**src/bba_div.sv**
```systemverilog
// ----------------------------------------------------------------------------
// Bitmap block allocator index split
// Splits a block index into the map word address and the bit position inside
// that word for a power-of-two word size. Registered, done in the cycle after
// start.
// ----------------------------------------------------------------------------
module bba_div #(
  parameter int unsigned DVD_W = 15,
  parameter int unsigned DVSR  = 32
) (
  input  logic                       clk_i,
  input  logic                       rst_ni,
  input  logic                       start_i,
  input  logic [DVD_W-1:0]           dividend_i,
  output logic                       done_o,
  output logic [DVD_W-1:0]           quot_o,
  output logic [$clog2(DVSR)-1:0]    rem_o
);

  localparam int unsigned SH = $clog2(DVSR);

  logic             done_q;
  logic [DVD_W-1:0] quot_q;
  logic [SH-1:0]    rem_q;

  always_ff @(posedge clk_i or negedge rst_ni) begin
    if (!rst_ni) begin
      done_q <= 1'b0;
    end else begin
      done_q <= start_i;
    end
  end

  always_ff @(posedge clk_i) begin
    if (start_i) begin
      quot_q <= dividend_i >> SH;
      rem_q  <= dividend_i[SH-1:0];
    end
  end

  assign done_o = done_q;
  assign quot_o = quot_q;
  assign rem_o  = rem_q;

endmodule

```
**config.mk**
```make
export PLATFORM = sky130hd
export DESIGN_NAME = bba_div
export DESIGN_NICKNAME = d
export VERILOG_FILES = /design/src/bba_div.sv
export SDC_FILE = /design/constraint.sdc
export NUM_CORES = 1
export LEC_CHECK = 0
export BUFFER_PORTS_ARGS = -buffer_cell sky130_fd_sc_hd__buf_2
export CAP_MARGIN = 20
export CORE_UTILIZATION = 35
export CTS_BUF_LIST = sky130_fd_sc_hd__clkbuf_8
export CTS_CLUSTER_DIAMETER = 50
export CTS_CLUSTER_SIZE = 8
export DETAILED_ROUTE_END_ITERATION = 8
export HOLD_SLACK_MARGIN = 0.05
export PLACE_DENSITY = 0.74
export SLEW_MARGIN = 20
export SYNTH_ARGS = -nofsm -noshare
export SYNTH_HDL_FRONTEND = slang
export SYNTH_SLANG_ARGS = --single-unit
```
**constraint.sdc**
```tcl
create_clock -name clk_i -period 0.8 [get_ports clk_i]
set_input_delay 0.16 -clock clk_i [delete_from_list [all_inputs] [get_ports clk_i]]
set_output_delay 0.16 -clock clk_i [all_outputs]
set_load 0.005 [all_outputs]
```
After elaboration in Yosys (flattened, before gate mapping)

Index checks and enable logic that the tools add are counted.
W data, S select, Z words.

Bits in registers: 16
Input bits: 18
Output and inout bits: 21

Depth between registers and ports, before layout

Gate-level depths: netlist of the first run.

Word-level depth: 0
Mapped depth: 1

Worst setup path after synthesis of the first run

Ideal clock, no wire load.

Kind: register to output
From: register quot_q[0], in the netlist quot_o[0]
To: output quot_o[0]
Arrival: 0.355 ns
Data required time: 0.640 ns
Path slack: 0.285 ns
Cell stages (with the launch flop): 1
Buffers on the path: 0
Cells stage by stage: edfxtp_1

RTL lines:

| element                  | line | source |
|---|---|---|
| start: declaration       | 23   | `logic [DVD_W-1:0] quot_q;` |
| start signal: assignment | 36   | `quot_q <= dividend_i >> SH;` |
| end: declaration         | 16   | `output logic [DVD_W-1:0] quot_o,` |

No word-level cell between the ends.

Worst setup path after layout of the first run

From: register quot_q[9], in the netlist quot_o[9]
To: output quot_o[9]

No word-level cell between the ends.

==> summary.md, run 1 <==
| Metric | Value |
|---|---|
| Run status | `complete, but fails checks` |
| Violated checks | `negative setup slack` |
| Clock-pin slew of the registers on the worst-case setup and hold paths | `0.06 ns` |
| Synth Area in Simple Gates | `0%` |
| Launch point of the critical path | `quot_o[9]` |
| Cell leakage power | `0.337 nW` |
| Share of the synthesized area in the top cell type | `87.2%` |
| Buffer type at the clock tree root | `clkbuf_8` |
| Synth Register Bits | `16` |
| Clock tree from TritonCTS | `done` |
| Part of the Yosys area used for sequential elements | `92.0%` |
| GRT overflow | `0` |
| Row count | `13` |
| Endpoint class of the critical path | `output port` |
| Pre-CTS setup slack | `-0.0103 ns` |
| Width of the chip | `40.4 um` |
| Commonest cells after routing, fill and taps aside | `33 x buf_2, 15 x edfxtp_1, 5 x conb_1, 4 x clkbuf_8` |
| Avg Vias per Cell | `4.04` |
| Slowest Stage Delay on Critical Path | `0.39 ns` |
| # DRC | `0` |
| Peak supply drop | `1.17 mV` |
| Setup CP Type | `reg -> out` |
| Critical path endpoint | `quot_o[9]` |
| Post-route core utilization | `55.7%` |
| Setup_tns | `-1.47 ns` |
| ANT nets after route | `0` |
| Initial detailed-routing violation count | `12` |
| Synth area leader | `edfxtp_1` |
| Overall Power | `1.83 mW` |
| Synthesis-to-finish area growth | `43.8%` |
| Main combinational cell family by area after synthesis | `buffers and inverters` |
| Area enclosed by the die boundary | `1630 um2` |
| Clk network pwr share | `38.0%` |
| Post-placement cell count | `69` |
| Synthesis warning total | `0` |
| Die boundary height | `40.4 um` |
| Router iterations before antenna repair | `4` |
| Most common library cell in the layout ignoring fill and taps | `buf_2` |
| Post-Synth Adder-Cell Area | `0%` |
| Crit path cell chain | `buf_2` |
| Critical path buffers and inverters | `1` |
| Kind of start point of the critical path | `flop` |
| Area after DPL | `678 um2` |
| Boundary Pins | `39` |
| Share of cells above drive strength 1 | `62.7%` |
| Via count of the first global-routing pass | `240` |
| Post-Syn Area per Cell | `23.5 um2` |
| Final setup fails | `16` |
| Core Region | `1330 um2` |
| Fraction of the mapped netlist area in compound gates | `0%` |
| Worst hold margin | `0.0894 ns` |
| Starting utilization of the core area | `38.7%` |
| Synth unique cells | `4` |
| Number of gates on the worst path with buffers counted | `1` |
| Min-Delay Path Class | `in -> reg` |
| ANT cells | `0` |
| Top delay family on crit path | `flip-flops` |
| Cell with the largest stage delay on the worst path | `edfxtp_1` |
| Mux contribution to synthesized area | `0%` |
| GRT Overall Usage | `11.6%` |
| Leading cell types by total area after synthesis | `edfxtp_1 87%, buf_4 7.3%, dfrtp_1 4.8%, conb_1 0.73%` |
| Pwr Density | `2460 nW/um2` |
| Maximum net fanout on the critical path | `1` |
| Post CTS Setup Buffer Count | `0` |
| Pins Over Slew Limit | `0` |
| Antenna violations before repair | `0` |
| Hold Vio Cnt, Final | `0` |
| Vias | `299` |
| Pin count of the biggest net entering global routing | `17` |
| Non-filler cells in the finished layout | `74` |
| Number of max-cap violations | `0` |
| Proportion of power drawn by flip-flops and latches | `54.9%` |
| Cts bufs inserted | `3` |
| Global placer's final weighted congestion | `0.586` |
| Fin area | `743 um2` |
| XOR/XNOR Fraction of Synth Area | `0%` |
| Required time worst endpoint | `0.64 ns` |
| Routed wire length per instance | `12.4 um` |
| Buffers from clock root to sink, at most | `2` |
| TritonCTS Sinks | `16` |
| Internal power of the cells | `1.49 mW` |
| Share of the cycle needed by the critical path after routing | `117%` |
| Switch share | `18.2%` |
| Instance count of the mapped netlist | `22` |
| Unrepaired setup endpoints after global routing | `true` |
| Total number of nets in the final design | `78` |
| Number of levels in the clock H-tree | `1` |
| NetSw | `0.332 mW` |
| Data arrival time of the critical path | `0.78 ns` |
| HPWL after detailed placement | `674 um` |
| Min Tclk post-route | `0.939 ns` |
| Wire length of the first global-routing pass | `1150 um` |
| Final wirelength | `914 um` |
| Fmax | `1.07 GHz` |
| Cell area after synthesis | `517 um2` |
| Number of I/O port buffers | `33` |
| Fraction of power consumed by combinational cells | `7.1%` |
| Minimum setup slack in the final design | `-0.139 ns` |
how the worst min path moves through the flow:
| stage | end | from | cells past startpoint |
|---|---|---|---|
| 2_1_floorplan | done_o | rst_ni | 0 |
| 3_3_place_gp | done_o | rst_ni | 1 |
| 3_5_place_dp | done_o | rst_ni | 1 |
| 4_1_cts | rem_o[3] | dividend_i[3] | 1 |
| 5_1_grt | rem_o[4] | dividend_i[4] | 1 |
| 6_report | quot_o[3] | dividend_i[8] | 1 |
registers in the layout, indices dropped and copies added (netlist names):
name	flops
rem_o	5
done_o	1
quot_o	10
cell usage after synthesis:
library cell,instances
buf_4,5
conb_1,1
dfrtp_1,1
edfxtp_1,15
what timing repair did:
item                                    CTS  global route
resized for setup                         0             0
endpoints found under the setup margin   16            16
hold buffers                              1             0
hold endpoints to repair                  1             0
layout make-up:
cell class / count / area (um2)
fillers: 112 / 591
flip-flops and latches: 16 / 475
repair buffers: 34 / 175
clock buffers: 4 / 55.1
multi-input cells: 5 / 18.8
well taps: 15 / 18.8
power by group through the flow:
| stage | clock [mW] | sequential [mW] | combinational (mW) |
|---|---|---|---|
| CTS | 0.702 | 1.00 | 0.133 |
| detailed placement | 0 | 1.02 | 0.128 |
| global placement | 0 | 1.02 | 0.124 |
| floorplan | 0 | 1.03 | 0.0228 |
| finish | 0.694 | 1.00 | 0.130 |
| global route | 0.734 | 1.01 | 0.150 |
layer usage:
layer,share of wire (%),track usage [%]
met4,2.5,10.0
met2,50,15.5
met1,42,16.2
met5,0,0
met3,5.3,1.67
kinds of logic (layout without fill, tap and decap cells):
kind of cell | count (synthesis) | after routing
buffers and inverters | 5 | 38
DFF | 16 | 16
other | 1 | 5
No activity file was read; power rests on OpenSTA's default activity.
==> run 2: changes to the inputs <==
--- a/config.mk
+++ b/config.mk
@@ -14,6 +14,7 @@
 export DETAILED_ROUTE_END_ITERATION = 8
 export HOLD_SLACK_MARGIN = 0.05
 export PLACE_DENSITY = 0.74
+export REMOVE_ABC_BUFFERS = 1
 export SLEW_MARGIN = 20
 export SYNTH_ARGS = -nofsm -noshare
 export SYNTH_HDL_FRONTEND = slang
==> run 2 against run 1 <==
Net effect: the run still ends with negative setup slack left; global-route usage is 0.73 points lower; final area shrank 1.3%; worst setup slack improved by 0.027 ns; non-clock buffer count unchanged.
==> summary.md, run 2 (same netlist as run 1, synthesis figures left out) <==
| Metric | Value |
|---|---|
| Minimum setup slack in the final design | `-0.112 ns (+0.0270 ns)` |
| ANT cells | `0 (unchanged)` |
| Maximum net fanout on the critical path | `1 (unchanged)` |
| Commonest cells after routing, fill and taps aside | `33 x buf_2, 15 x edfxtp_1, 5 x conb_1, 3 x clkbuf_8` |
| Met2 global-route usage | `12.7% (-2.8 points)` |
| Hold EP | `quot_o[7]` |
| Antenna violations before repair | `0 (unchanged)` |
| Global placer's final weighted congestion | `0.618 (+5.4%)` |
| GRT Overall Usage | `10.9% (-0.73 points)` |
| Wire length of the first global-routing pass | `1040 um (-9.1%)` |
| Most common library cell in the layout ignoring fill and taps | `buf_2` |
| # DRC | `0 (unchanged)` |
| Clk network pwr share | `33.8% (-4.2 points)` |
| Final wirelength | `816 um (-11%)` |
| Cell leakage power | `0.332 nW (-1.7%)` |
| Fraction of power consumed by combinational cells | `7.6% (+0.5 points)` |
| Share of cells above drive strength 1 | `61.0% (-1.7 points)` |
| GR peak layer | `met1` |
| Setup CP Type | `reg -> out` |
| Met1 Track Usage GR | `15.4% (-0.83 points)` |
| Boundary Pins | `39 (unchanged)` |
| Critical path buffers and inverters | `1 (unchanged)` |
| Min-Delay Path Class | `in -> reg` |
| Cts bufs inserted | `3 (unchanged)` |
| Pins Over Slew Limit | `0 (unchanged)` |
| Post-route core utilization | `55.0% (-0.75 points)` |
| Avg Vias per Cell | `3.89 (-3.7%)` |
| Routed wire length per instance | `11.0 um (-11%)` |
| Pin count of the biggest net entering global routing | `17 (unchanged)` |
| Data arrival time of the critical path | `0.75 ns (-0.03 ns)` |
| Fmax | `1.10 GHz (+3.0%)` |
| Fill cells | `114 (+1.8%)` |
| Row count | `13 (unchanged)` |
| ANT nets after route | `0 (unchanged)` |
| Number of max-cap violations | `0 (unchanged)` |
| Via count of the first global-routing pass | `220 (-8.3%)` |
| Vias | `288 (-3.7%)` |
| Synthesis-to-finish area growth | `41.9%` |
| Switch share | `18.1% (-0.050 points)` |
| Hold path start | `dividend_i[12]` |
| Required time worst endpoint | `0.64 ns (about the same)` |
| Buffers from clock root to sink, at most | `2 (unchanged)` |
| Endpoint class of the critical path | `output port` |
| Cell with the largest stage delay on the worst path | `edfxtp_1` |
| Unrepaired setup endpoints after global routing | `true` |
| Crit path cell chain | `buf_2` |
| Internal power of the cells | `1.40 mW (-6.5%)` |
| Buffer type at the clock tree root | `clkbuf_8` |
| TritonCTS Sinks | `16 (unchanged)` |
| Kind of start point of the critical path | `flop` |
| Proportion of power drawn by flip-flops and latches | `58.6% (+3.7 points)` |
| Router iterations before antenna repair | `1 (-3)` |
| Run status | `complete, but fails checks` |
| Min Tclk post-route | `0.912 ns (-0.0270 ns)` |
| Clock-pin slew of the registers on the worst-case setup and hold paths | `0.06 ns (about the same)` |
| Share of the cycle needed by the critical path after routing | `114% (-3.4 points)` |
| Total number of nets in the final design | `78 (unchanged)` |
| Core Region | `1330 um2 (unchanged)` |
| Post CTS Setup Buffer Count | `0 (unchanged)` |
| Overall Power | `1.71 mW (-6.5%)` |
| Violated checks | `negative setup slack` |
| Number of I/O port buffers | `33 (unchanged)` |
| Number of flip-flops under the largest register name | `10 (unchanged)` |
| Hold Path Cell Cnt | `1 (unchanged)` |
| Hold Vio Cnt, Final | `0 (unchanged)` |
| Pre-CTS setup slack | `-0.00787 ns (+0.00245 ns)` |
| Final setup fails | `16 (unchanged)` |
| GRT overflow | `0 (unchanged)` |
| Clock tree from TritonCTS | `done` |
| Met3 track utilization from global routing | `3.33% (+1.7 points)` |
| Die boundary height | `40.4 um (unchanged)` |
| Number of levels in the clock H-tree | `1 (unchanged)` |
| Width of the chip | `40.4 um (unchanged)` |
| NetSw | `0.310 mW (-6.8%)` |
| Starting utilization of the core area | `38.7% (unchanged)` |
| Peak supply drop | `1.17 mV (about the same)` |
| Slowest Stage Delay on Critical Path | `0.38 ns (about the same)` |
| Area enclosed by the die boundary | `1630 um2 (unchanged)` |
| Worst hold margin | `0.0918 ns (+0.00236 ns)` |
| Pwr Density | `2330 nW/um2 (-5.2%)` |
| Initial detailed-routing violation count | `0 (-12)` |
| Top delay family on crit path | `flip-flops` |
-- run 2: cell count changes in the layout (fill, tap and decap cells not counted), sizes merged --
cell    change
clkbuf      -1
clkinv      +1
-- run 2: power groups by stage --
| stage | registers (mW) | clock network, mW | logic, mW |
|---|---|---|---|
| after floorplan | 1.03 | 0 | 0.00506 |
| after global placement | 1.02 | 0 | 0.123 |
| after detailed placement | 1.02 | 0 | 0.126 |
| after CTS | 1.00 | 0.599 | 0.131 |
| after global routing | 1.01 | 0.632 | 0.145 |
| final | 1.00 | 0.577 | 0.129 |
-- run 2: final cells by class --
| class | count | area (um2) | area share (%) |
|---|---|---|---|
| clock buffers | 3 | 41.3 | 5.63 |
| clock inverters | 1 | 3.75 | 0.512 |
| multi-input cells | 5 | 18.8 | 2.56 |
| flip-flops and latches | 16 | 475 | 64.8 |
| well taps | 15 | 18.8 | 2.56 |
| repair buffers | 34 | 175 | 23.9 |
-- run 2: through the flow --
stage	instances	instance area (um2)	TNS, ns
3_3_place_gp	69	678	0
6_report	74	733	-1.32
3_5_place_dp	69	678	-0.114
4_1_cts	74	733	-1.50
2_1_floorplan	21	494	0
5_1_grt	74	733	-1.87
-- run 2: worst max-delay path by stage --
stage,from,to,slack [ns],cells after the start
after floorplan,quot_o[0],quot_o[0],0.28,0
after global placement,start_i,rem_o[1],0.02,1
after detailed placement,start_i,rem_o[1],-0.008,1
after CTS,quot_o[7],quot_o[7],-0.12,1
after global routing,quot_o[7],quot_o[7],-0.14,1
final,quot_o[7],quot_o[7],-0.11,1
-- run 2: metal layers --
| layer | part of all wire, % | vias up |
|---|---|---|
| li1 | - | 145 |
| met1 | 44 | 122 |
| met2 | 45 | 21 |
| met3 | 11 | 0 |
| met4 | 0 | 0 |
| met5 | 0 | - |
-- run 2: what timing repair did --
action | 4_1_cts | 5_1_grt
setup endpoints to repair | 16 | 16
hold buffers | 1 | 0
hold endpoints to repair | 1 | 0
pin swaps | 0 | 0
gates resized for setup | 0 | 0
